<file path="src/sv/pinalm_pkg.sv">
// Package for the pin alarm controller.
// Holds mode, request and result codes plus register map and reset values.
// No dependencies.
`timescale 1ns / 1ps

package pinalm_pkg;

  typedef enum logic [1:0] {
    MODE_DISARMED = 2'd0,
    MODE_ARMING   = 2'd1,
    MODE_ARMED    = 2'd2,
    MODE_ALARM    = 2'd3
  } mode_e;

  typedef enum logic [1:0] {
    REQ_TICK   = 2'd0,
    REQ_KEY    = 2'd1,
    REQ_SENSOR = 2'd2,
    REQ_NONE   = 2'd3
  } req_e;

  typedef enum logic [1:0] {
    CODE_NONE    = 2'd0,
    CODE_WRONG   = 2'd1,
    CODE_CORRECT = 2'd2,
    CODE_UNUSED  = 2'd3
  } code_res_e;

  localparam logic [2:0] ANN_NONE  = 3'd0;
  localparam logic [2:0] ANN_ARMED = 3'd6;

  // register indexes (byte address = 4 * index)
  localparam logic [2:0] REG_PASS_CODE   = 3'd0;
  localparam logic [2:0] REG_ARM_DELAY   = 3'd1;
  localparam logic [2:0] REG_ANN_STEP    = 3'd2;
  localparam logic [2:0] REG_ARMED_BLINK = 3'd3;
  localparam logic [2:0] REG_ALARM_BLINK = 3'd4;

  localparam int ADDR_W = 5;

  localparam logic [15:0] PASS_CODE_RST   = 16'h1234;
  localparam logic [12:0] ARM_DELAY_RST   = 13'd6000;
  localparam logic [12:0] ANN_STEP_RST    = 13'd1000;
  localparam logic [9:0]  ARMED_BLINK_RST = 10'd1000;
  localparam logic [9:0]  ALARM_BLINK_RST = 10'd40;

endpackage

</file>
<file path="src/sv/pin_alarm_controller_core.sv">
// Pin alarm controller top level: mode FSM, keypad code check, timers.
// Depends on pinalm_pkg.
`timescale 1ns / 1ps

// Usage
//   Input channel (in_valid_i / in_stall_o) carries one item per accept:
//   req_type_i selects a tick, a key press (key_code_i) or a door sensor
//   sample (sensor_bits_i). Every accepted item yields exactly one result
//   item on the output channel (out_valid_o / out_stall_i) with the mode,
//   the four indicator outputs, a countdown announcement and a code result.
//   The result is in the output register at the edge that accepts the item.
//   Throughput is one item per cycle while the receiver does not stall; all
//   decoding, counter updates and the code compare sit between the state
//   registers and the result register.
//   When the receiver stalls, the held result stays put and the input side
//   stalls in the same cycle; a taken result frees the register for the
//   item accepted at that same edge.
//   Reset puts the block in disarmed mode with all counters and lights
//   cleared and the configuration registers at their defaults. The user
//   writes config through the APB port only while no item is in flight; the block itself does not enforce it.
module pin_alarm_controller_core
  import pinalm_pkg::*;
#(
  parameter int CODE_DIGITS = 4
) (
  input  logic              clk_i,
  input  logic              rst_ni,
  // APB config port
  input  logic              psel,
  input  logic              penable,
  input  logic              pwrite,
  input  logic [ADDR_W-1:0] paddr,
  input  logic [31:0]       pwdata,
  output logic [31:0]       prdata,
  output logic              pready,
  // input channel
  input  logic              in_valid_i,
  output logic              in_stall_o,
  input  logic [1:0]        req_type_i,
  input  logic [3:0]        key_code_i,
  input  logic [1:0]        sensor_bits_i,
  // output channel
  output logic              out_valid_o,
  input  logic              out_stall_i,
  output logic [1:0]        mode_o,
  output logic              green_light_o,
  output logic              yellow_light_o,
  output logic              red_light_o,
  output logic              siren_on_o,
  output logic [2:0]        announce_o,
  output logic [1:0]        code_result_o
);

  localparam int CNT_W = (CODE_DIGITS > 1) ? $clog2(CODE_DIGITS) : 1;
  localparam logic [CNT_W-1:0] LastDigit = CNT_W'(CODE_DIGITS - 1);

  // ---------------- configuration ----------------
  logic [15:0] pass_code_q;
  logic [12:0] arm_delay_q;
  logic [12:0] ann_step_q;
  logic [9:0]  armed_blink_q;
  logic [9:0]  alarm_blink_q;
  logic        cfg_we;
  logic [2:0]  cfg_idx;

  assign pready  = 1'b1;
  assign cfg_we  = psel & penable & pwrite;
  assign cfg_idx = paddr[4:2];

  always_ff @(posedge clk_i or negedge rst_ni) begin
    if (!rst_ni) begin
      pass_code_q   <= PASS_CODE_RST;
      arm_delay_q   <= ARM_DELAY_RST;
      ann_step_q    <= ANN_STEP_RST;
      armed_blink_q <= ARMED_BLINK_RST;
      alarm_blink_q <= ALARM_BLINK_RST;
    end else if (cfg_we) begin
      case (cfg_idx)
        REG_PASS_CODE:   pass_code_q   <= pwdata[15:0];
        REG_ARM_DELAY:   arm_delay_q   <= pwdata[12:0];
        REG_ANN_STEP:    ann_step_q    <= pwdata[12:0];
        REG_ARMED_BLINK: armed_blink_q <= pwdata[9:0];
        REG_ALARM_BLINK: alarm_blink_q <= pwdata[9:0];
        default: ;
      endcase
    end
  end

  always_comb begin
    case (cfg_idx)
      REG_PASS_CODE:   prdata = {16'd0, pass_code_q};
      REG_ARM_DELAY:   prdata = {19'd0, arm_delay_q};
      REG_ANN_STEP:    prdata = {19'd0, ann_step_q};
      REG_ARMED_BLINK: prdata = {22'd0, armed_blink_q};
      REG_ALARM_BLINK: prdata = {22'd0, alarm_blink_q};
      default:         prdata = '0;
    endcase
  end

  // ---------------- handshake ----------------
  logic out_valid_q;
  logic accept;

  assign in_stall_o = out_valid_q & out_stall_i;
  assign accept     = in_valid_i & ~in_stall_o;

  // ---------------- state ----------------
  mode_e       mode_q, mode_d;
  logic [3:0]  digit_q [CODE_DIGITS];   // no reset: written before read
  logic [CNT_W-1:0] dcnt_q, dcnt_d;
  logic [12:0] arm_cnt_q, arm_cnt_d;
  logic [9:0]  blink_q, blink_d;
  logic        yellow_q, yellow_d;
  logic        red_q, red_d;
  logic        key_we;

  // expected digit per position; positions beyond the 16-bit code read 0
  logic [3:0] exp_digit [CODE_DIGITS];
  for (genvar g = 0; g < CODE_DIGITS; g++) begin : g_exp
    localparam int Pos = CODE_DIGITS - 1 - g;
    if (Pos < 4) begin : g_in
      assign exp_digit[g] = pass_code_q[4*Pos +: 4];
    end else begin : g_out
      assign exp_digit[g] = 4'd0;
    end
  end

  // code check: stored digits with the new key in the current slot
  logic code_match;
  always_comb begin
    code_match = 1'b1;
    for (int i = 0; i < CODE_DIGITS; i++) begin
      if (dcnt_q == CNT_W'(i)) begin
        if (key_code_i != exp_digit[i]) code_match = 1'b0;
      end else if (digit_q[i] != exp_digit[i]) begin
        code_match = 1'b0;
      end
    end
  end

  // countdown announcement: compare against step * 1..5 (no divider)
  logic [12:0] arm_inc;
  logic [15:0] inc_w, m1, m2, m3, m4, m5;
  assign arm_inc = arm_cnt_q + 13'd1;
  assign inc_w   = {3'd0, arm_inc};
  assign m1      = {3'd0, ann_step_q};
  assign m2      = {m1[14:0], 1'b0};
  assign m4      = {m1[13:0], 2'b00};
  assign m3      = m2 + m1;
  assign m5      = m4 + m1;

  logic [9:0] blink_inc;
  assign blink_inc = blink_q + 10'd1;

  logic [2:0] ann_d;
  code_res_e  res_d;

  always_comb begin
    mode_d    = mode_q;
    dcnt_d    = dcnt_q;
    arm_cnt_d = arm_cnt_q;
    blink_d   = blink_q;
    yellow_d  = yellow_q;
    red_d     = red_q;
    ann_d     = ANN_NONE;
    res_d     = CODE_NONE;
    key_we    = 1'b0;
    case (req_e'(req_type_i))
      REQ_TICK: begin
        case (mode_q)
          MODE_ARMING: begin
            if (arm_inc == arm_delay_q) begin
              ann_d     = ANN_ARMED;
              mode_d    = MODE_ARMED;
              arm_cnt_d = '0;
              blink_d   = '0;
              yellow_d  = 1'b0;
            end else begin
              arm_cnt_d = arm_inc;
              if (ann_step_q != 13'd0) begin
                if (inc_w == m1)      ann_d = 3'd5;
                else if (inc_w == m2) ann_d = 3'd4;
                else if (inc_w == m3) ann_d = 3'd3;
                else if (inc_w == m4) ann_d = 3'd2;
                else if (inc_w == m5) ann_d = 3'd1;
              end
            end
          end
          MODE_ARMED: begin
            if (blink_inc == armed_blink_q) begin
              yellow_d = ~yellow_q;
              blink_d  = '0;
            end else begin
              blink_d  = blink_inc;
            end
          end
          MODE_ALARM: begin
            if (blink_inc == alarm_blink_q) begin
              red_d   = ~red_q;
              blink_d = '0;
            end else begin
              blink_d = blink_inc;
            end
          end
          default: ;
        endcase
      end
      REQ_KEY: begin
        if (mode_q == MODE_DISARMED || mode_q == MODE_ALARM) begin
          key_we = 1'b1;
          if (dcnt_q == LastDigit) begin
            dcnt_d = '0;
            if (code_match) begin
              res_d = CODE_CORRECT;
              if (mode_q == MODE_DISARMED) begin
                mode_d    = MODE_ARMING;
                arm_cnt_d = '0;
              end else begin
                mode_d  = MODE_DISARMED;
                red_d   = 1'b0;
                blink_d = '0;
              end
            end else begin
              res_d = CODE_WRONG;
            end
          end else begin
            dcnt_d = dcnt_q + CNT_W'(1);
          end
        end
      end
      REQ_SENSOR: begin
        if (mode_q == MODE_ARMED && sensor_bits_i != 2'd0) begin
          mode_d   = MODE_ALARM;
          yellow_d = 1'b0;
          red_d    = 1'b1;
          blink_d  = '0;
          dcnt_d   = '0;
        end
      end
      default: ;
    endcase
  end

  always_ff @(posedge clk_i or negedge rst_ni) begin
    if (!rst_ni) begin
      mode_q    <= MODE_DISARMED;
      dcnt_q    <= '0;
      arm_cnt_q <= '0;
      blink_q   <= '0;
      yellow_q  <= 1'b0;
      red_q     <= 1'b0;
    end else if (accept) begin
      mode_q    <= mode_d;
      dcnt_q    <= dcnt_d;
      arm_cnt_q <= arm_cnt_d;
      blink_q   <= blink_d;
      yellow_q  <= yellow_d;
      red_q     <= red_d;
    end
  end

  always_ff @(posedge clk_i) begin
    if (accept && key_we) begin
      for (int i = 0; i < CODE_DIGITS; i++) begin
        if (dcnt_q == CNT_W'(i)) digit_q[i] <= key_code_i;
      end
    end
  end

  // ---------------- result register ----------------
  logic [1:0] mode_out_q;
  logic       green_q, yellow_out_q, red_out_q, siren_q;
  logic [2:0] ann_q;
  logic [1:0] res_q;

  always_ff @(posedge clk_i or negedge rst_ni) begin
    if (!rst_ni) begin
      out_valid_q <= 1'b0;
    end else if (accept) begin
      out_valid_q <= 1'b1;
    end else if (!out_stall_i) begin
      out_valid_q <= 1'b0;
    end
  end

  always_ff @(posedge clk_i) begin
    if (accept) begin
      mode_out_q   <= mode_d;
      green_q      <= (mode_d == MODE_DISARMED) || (mode_d == MODE_ARMING);
      yellow_out_q <= (mode_d == MODE_ARMED) & yellow_d;
      red_out_q    <= (mode_d == MODE_ALARM) & red_d;
      siren_q      <= (mode_d == MODE_ALARM);
      ann_q        <= ann_d;
      res_q        <= res_d;
    end
  end

  assign out_valid_o    = out_valid_q;
  assign mode_o         = mode_out_q;
  assign green_light_o  = green_q;
  assign yellow_light_o = yellow_out_q;
  assign red_light_o    = red_out_q;
  assign siren_on_o     = siren_q;
  assign announce_o     = ann_q;
  assign code_result_o  = res_q;

endmodule

</file>
<file path="config.mk">
export PLATFORM = sky130hd
export DESIGN_NAME = pin_alarm_controller_core
export DESIGN_NICKNAME = d
export VERILOG_FILES = /design/src/sv/pinalm_pkg.sv /design/src/sv/pin_alarm_controller_core.sv
export SDC_FILE = /design/constraint.sdc
export NUM_CORES = 1
export LEC_CHECK = 0
export BUFFER_PORTS_ARGS = -buffer_cell sky130_fd_sc_hd__clkbuf_2
export CORE_ASPECT_RATIO = 1.1
export CORE_UTILIZATION = 40
export DETAILED_ROUTE_END_ITERATION = 12
export GPL_ROUTABILITY_DRIVEN = 0
export SYNTH_ARGS = -nofsm -noshare
export SYNTH_HDL_FRONTEND = slang
export SYNTH_SLANG_ARGS = --single-unit
</file>
<file path="constraint.sdc">
create_clock -name clk_i -period 3.9 [get_ports clk_i]
set_input_delay 0.39 -clock clk_i [delete_from_list [all_inputs] [get_ports clk_i]]
set_output_delay 0.39 -clock clk_i [all_outputs]
set_load 0.01 [all_outputs]
</file>
Yosys cells after proc, flatten, opt, wreduce, memory -nomap -nowiden
Memory sizes are Yosys's and may differ from the RTL's.
Index checks and enable logic that the tools add are counted.
- register bits after elaboration: 103
- RAM bits: 16
- bits of input ports: 52
- output and inout bits: 46
- logic and storage cells: 195
- memories kept: 1
- add/subtract/negate cells: 5
- equality and inequality tests: 41
- mux-type cells: 88
- bitwise gates (word level): 12
- reductions and logical operators: 28
- memories (memory ; depth ; width ; rd ports ; clocked after Yosys merged registers in ; wr ports ; line ; source):
    digit_q ; 4 ; 4 ; 4 ; 0 ; 1 ; pin_alarm_controller_core.sv:109 ; logic [3:0] digit_q [CODE_DIGITS];
- operators by type and width (kind ; count):
    10-bit two-way mux ; 8
    16-bit one-hot mux with 5 select lines ; 1
    13-bit two-way mux ; 6
    10-bit one-hot mux with 3 select lines ; 2
    1-bit two-way mux ; 43
    4-bit inequality test ; 8
    13-bit by 15-bit == test with 1-bit output ; 2
    2-bit two-way mux ; 15
    13-bit == test ; 2
    13-bit one-hot mux with 2 select lines ; 1
    10-bit == test ; 2
    15-bit by 13-bit adder with 16-bit output ; 1
    13-bit by 16-bit == test with 1-bit output ; 1
    4-bit OR reduction ; 4
    14-bit by 13-bit adder with 15-bit output ; 1
    13-bit by 14-bit == test with 1-bit output ; 1
    2-bit == test, second input constant ; 7
    13-bit by 1-bit adder with 13-bit output, second input constant ; 1
    13-bit nonzero test ; 1
    3-bit two-way mux ; 4
    4-bit two-way mux ; 3
    2-bit inequality test, second input constant ; 6
    2-bit AND reduction ; 6
    10-bit by 1-bit adder with 10-bit output, second input constant ; 1
    other kinds (24) ; 47

Depth between registers and ports, before layout
An unclocked memory read counts as a cell.
- word-level depth: 16
- gate-level depth with buffers: 13
- depth with buffers taken out: 12

Worst setup path before layout
OpenSTA, ideal clock, no wires.
- path kind: flip-flop to flip-flop
- from: reg ann_step_q[2]
- to: reg ann_q[0], in the netlist announce_o[0], data pin
- setup time: 130 ps
- arrival time: 3055 ps
- slack: 715 ps
- stages on the path, launching flop included: 13
- path buffers: 1
- cell sequence: dfrtp_1 -> clkbuf_1 -> inv_1 -> ha_1 -> nor2b_1 -> o31a_1 -> o21ai_0 -> nand3_1 -> a2111oi_1 -> nand4_1 -> or4_1 -> a21oi_1 -> o211a_1
- word-level cells in the longest chain between the ends: 7
- elaborated cells between the ends (all ways): 15
- those cells by class: 2 x add/sub; 5 x eq/ne; 5 x mux; 1 x bitwise; 2 x reduce/logical
- RTL lines (what ; line ; source):
    start: declaration ; pin_alarm_controller_core.sv:60 ; logic [12:0] ann_step_q;
    start signal: assignment ; pin_alarm_controller_core.sv:81 ; REG_ANN_STEP: ann_step_q <= pwdata[12:0];
    15-bit by 13-bit adder with 16-bit output ; pin_alarm_controller_core.sv:150 ; assign m5 = m4 + m1;
    13-bit by 16-bit == test with 1-bit output ; pin_alarm_controller_core.sv:185 ; else if (inc_w == m5) ann_d = 3'd1;
    1-bit two-way mux ; pin_alarm_controller_core.sv:185 ;
    2-bit two-way mux ; pin_alarm_controller_core.sv:184 ; else if (inc_w == m4) ann_d = 3'd2;
    2-bit two-way mux ; pin_alarm_controller_core.sv:183 ; else if (inc_w == m3) ann_d = 3'd3;
    3-bit two-way mux ; pin_alarm_controller_core.sv:182 ; else if (inc_w == m2) ann_d = 3'd4;
    3-bit two-way mux ; pin_alarm_controller_core.sv:181 ; if (inc_w == m1) ann_d = 3'd5;
    end signal: assignment ; pin_alarm_controller_core.sv:293 ; ann_q <= ann_d;
    end: declaration ; pin_alarm_controller_core.sv:273 ; logic [2:0] ann_q;
Several ways; a longest one is shown, not always the timed one.
A chain may end at the register's enable or synchronous reset.

Worst setup path after layout
- from: reg ann_step_q[1]
- to: reg ann_q[0], in the netlist announce_o[0], data pin
Same word-level chain as after synthesis.

==> impl_summary.txt <==
----------------------------------------------------
[Power]
  Tot Pwr ... between 5 and 6 mW
  Power Internal ... 3.45 mW
  Combinational group share of total power ... about two fifths
  Sequential power share ... 32.1%
  Power per Cell Area ... 509 mW/mm^2
  Static leakage ... roughly 4.6 nW
  NetSw ... between 2 and 2.5 mW
  Switching share of total power ... 37.3%
  Peak VDD IR ... 0.286 mV
  Clock share of power ... ~30%

[CTS]
  Number of buffers on the longest clock path ... 2
  Count of buffers added by post-CTS timing repair for setup ... 0
  Clock latency on the worst-skew pair ... around 0.43 ns
  Clock buffer count from CTS ... 17
  Clk Tree Root Cell ... clkbuf_16
  Clock slew at the register clock pins of the worst setup and hold paths ... 0.06 ns
  Clock tree sinks ... 119
  Maximum level of the CTS H-tree ... 4
  TritonCTS clock tree ... done
  Post-CTS Hold Buffers ... 0
  Count of cells resized by post-cts repair ... 0

[Die]
  Effective utilization at floorplan ... 41.2%
  Standard-cell rows ... 58
  I/O pin count ... 98
  Vert. Die Dim ... roughly 160 um
  Core box area ... 0.0231 mm^2
  Die Area ... between 0.02 and 0.025 mm^2
  Die X-Extent ... 149 um

[Placement]
  Input/output buffers ... 62
  Post-place setup slack ... between 0.3 and 0.4 ns
  Total instance count after detailed placement ... ~1300
  Estimated wirelength of the detail-placed design ... 20.6 mm

[Drt]
  Per-cell via count in the routed design ... 5.72
  Antenna viol nets, final ... 0
  Total Routed Length ... 27.2 mm
  Number of iterations in the first detailed-routing pass ... 5
  DRC errors left ... 0
  Number of design-rule violations left by the first detailed-router iteration ... 513
  Via total after detailed routing ... between 7000 and 8000
  Average routed wire per standard cell ... 19.9 um

[Timing]
  Remaining max-slew budget at the tightest pin ... between 40% and 50%
  Period minus WS final ... 3.60 ns
  Peak clock frequency supported by timing ... 278 MHz
  Count of pins over their slew limit ... 0
  Setup violators final ... 0
  Worst slew pin tran ... 0.889 ns
  Count of final hold-check violations ... 0
  Fraction of the cycle the final worst path needs ... 92.3%
  Setup repair after global routing missed its margin ... no
  Total negative setup slack ... 0 ns
  Slack of the critical path ... 0.301 ns
  Final worst clock skew ... 0.0109 ns

[GRT]
  Routing layer with the top usage in global route ... met2
  Antenna violations before repair ... 0
  Pin count of the biggest net entering global routing ... 61
  GR Util met1 ... 30.4%
  Sum of overflow across all layers after global routing ... 0
  Global-route met3 utilization ... 3.33%
  Vias in the first global route ... 7590
  Global-route wire length before repair ... ~43 mm
  Met2 track demand over resource in global routing ... a little under two fifths
  Total routing resource utilization after global routing ... 23.1%

[Logic synthesis]
  Average footprint of a synthesized cell ... 9.62 um^2
  Post-Syn Instances ... 990
  Mapped Area ... 0.00952 mm^2
  Sequential area share after synthesis ... 33.0%
  Synth Warn # ... 0
  Share of flip-flops with an asynchronous set or reset ... roughly 77%
  Post-synth EDFFs ... 27
  Count of state elements after synthesis ... 119
  Main flop type after synthesis ... dfrtp_1
  Distinct cells, synth ... 93

[Run status]
  Result of the run ... complete, no violations

[Cells and area]
  Most common cell after layout, fill and taps aside ... nand2_1
  Ant diodes ... 0
  Post-route insts no fill ... 1364
  Layout Area Growth over Synthesis ... 13.3%
  Ratio of cells with drive above 1 in the final layout ... 22.9%
  Most used cells in the layout excluding fill and tap cells ... nand2_1 (75), xnor2_1 (73), dfrtp_1 (66)
  Post-layout nets ... approximately 1200

[Flow run]
  Max capacitance violation total ... 0

[Critical path]
  Largest fanout on the critical path ... 7
  WS Path Type ... reg2reg
  Crit Reg-Reg Startpoint ... ann_step_q[1]$_DFFE_PN0P_
  Launching element of the worst setup path ... ann_step_q[1]$_DFFE_PN0P_
  R2R depth ... 11
  Setup slack of the worst register-to-register path ... between 0.3 and 0.4 ns
  WP data arrival ... 3.90 ns
  Crit start category ... register
  Endpoint type of the worst setup path ... register
  Crit Reg-Reg Endpoint ... announce_o[0]$_SDFFCE_PP0P_
  Worst setup path endpoint ... announce_o[0]$_SDFFCE_PP0P_
  Worst endpoint required time ... 4.20 ns

[Worst hold path]
  Tightest Hold Check Type ... in2async

----------------------------------------------------
[stage by stage]
step           hold WS, ns  util (%)  area, um^2
6_report            0.0398      46.8       10800
5_1_grt             0.0973      46.8       10800
4_1_cts             0.0676      46.8       10800
3_5_place_dp         0.512      44.1       10200
3_3_place_gp         0.502      44.1       10200
2_1_floorplan       0.0944         -        9580
[cells in the mapped netlist, types with 5 or more instances]
master | number | share of area [%]
a2111oi_0 | 5 | 0.46
a211oi_1 | 5 | 0.39
a21o_1 | 8 | 0.63
a21oi_1 | 31 | 1.6
a22oi_1 | 19 | 1.5
a31oi_1 | 5 | 0.33
and2_1 | 14 | 0.92
and3_1 | 10 | 0.66
and4_1 | 5 | 0.46
buf_1 | 6 | 0.24
buf_2 | 11 | 0.58
buf_4 | 21 | 1.7
clkbuf_1 | 34 | 1.3
dfrtp_1 | 66 | 17
dfstp_2 | 26 | 7.2
edfxtp_1 | 27 | 8.5
ha_1 | 45 | 5.9
inv_1 | 32 | 1.3
mux2_2 | 50 | 5.9
mux2i_1 | 12 | 1.3
nand2_1 | 75 | 3.0
nand2b_1 | 8 | 0.53
nand3_1 | 25 | 1.3
nand3b_1 | 5 | 0.39
nand4_1 | 15 | 0.99
nor2_1 | 49 | 1.9
nor2b_1 | 10 | 0.66
nor3_1 | 16 | 0.84
nor3b_1 | 5 | 0.39
nor4_1 | 16 | 1.1
o2111ai_1 | 5 | 0.46
o211ai_1 | 7 | 0.55
o21ai_0 | 62 | 3.3
o21ai_1 | 12 | 0.63
o22ai_1 | 11 | 0.72
o31ai_1 | 5 | 0.39
o31ai_2 | 6 | 0.79
or3_1 | 5 | 0.33
xnor2_1 | 73 | 6.7
xnor3_1 | 10 | 2.4
xor2_1 | 56 | 5.2
[worst min-delay path by stage]
| stage | startpoint | endpoint | slack (ns) | depth (start not counted) |
|---|---|---|---|---|
| floorplan | rst_ni | alarm_blink_q[0]$_DFFE_PN0P_ | 0.09 | 0 |
| global placement | blink_q[9]$_DFFE_PN0P_ | blink_q[9]$_DFFE_PN0P_ | 0.50 | 1 |
| detailed placement | blink_q[9]$_DFFE_PN0P_ | blink_q[9]$_DFFE_PN0P_ | 0.51 | 1 |
| CTS | rst_ni | out_valid_o$_DFFE_PN0P_ | 0.07 | 1 |
| global route | rst_ni | red_q$_DFFE_PN0P_ | 0.1 | 1 |
| finish | rst_ni | out_valid_o$_DFFE_PN0P_ | 0.04 | 1 |
[flip-flops by register name, indices dropped and copies added (netlist names)]
signal / flops
alarm_blink_q: 10
ann_step_q: 13
announce_o: 3
arm_cnt_q: 13
arm_delay_q: 13
armed_blink_q: 10
blink_q: 10
code_result_o: 2
dcnt_q: 2
digit_q: 16
exp_digit: 16
green_light_o: 1
mode_o: 2
mode_q: 2
out_valid_o: 1
red_light_o: 1
red_q: 1
siren_on_o: 1
yellow_light_o: 1
yellow_q: 1
[power by group through the flow]
stage	Clock, mW	Sequential [mW]	Combinational, mW
global route	1.70	1.78	2.33
detailed placement	0	1.78	2.08
finish	1.62	1.76	2.10
CTS	1.65	1.76	2.10
global placement	0	1.78	2.05
floorplan	0	1.67	1.60
[per-layer routing]
layer  up-vias  wire length (um)
li1       3678                 -
met1      3825             12200
met2       240             12900
met3        57              1130
met4         0               912
met5         -                 0
[critical path: stages (launching register included)]
cell and delay, ns:
dfrtp_1 0.51, inv_1 0.22, fa_1 0.49, nor2b_1 0.16, o31a_1 0.24, o21ai_0 0.14, a21o_1 0.20, a2111oi_1 0.56
nand4_1 0.19, or4_1 0.50, a21oi_1 0.13, o211a_1 0.14
[cell families after synthesis]
logic type | Yosys count | synth area share (%)
and+or+nand+nor | 285 | 16.5
AOI/OAI and AO/OA | 219 | 15.7
xor gates and xnor gates | 144 | 15.4
DFF | 119 | 33.0
buffers and inverters | 110 | 5.39
muxes | 64 | 7.53
adders and majority gates | 47 | 6.34
other | 2 | 0.0789
[cell type report]
cell class / count / area [um^2]
Clock buffer: 17 / 425
Clock inverter: 15 / 183
Fill cell: 2219 / 12300
Inverter: 37 / 139
Multi-Input combinational cell: 776 / 5920
Sequential cell: 119 / 3150
Tap cell: 300 / 375
Timing Repair Buffer: 100 / 598
Power figures use the tool's default switching activity.
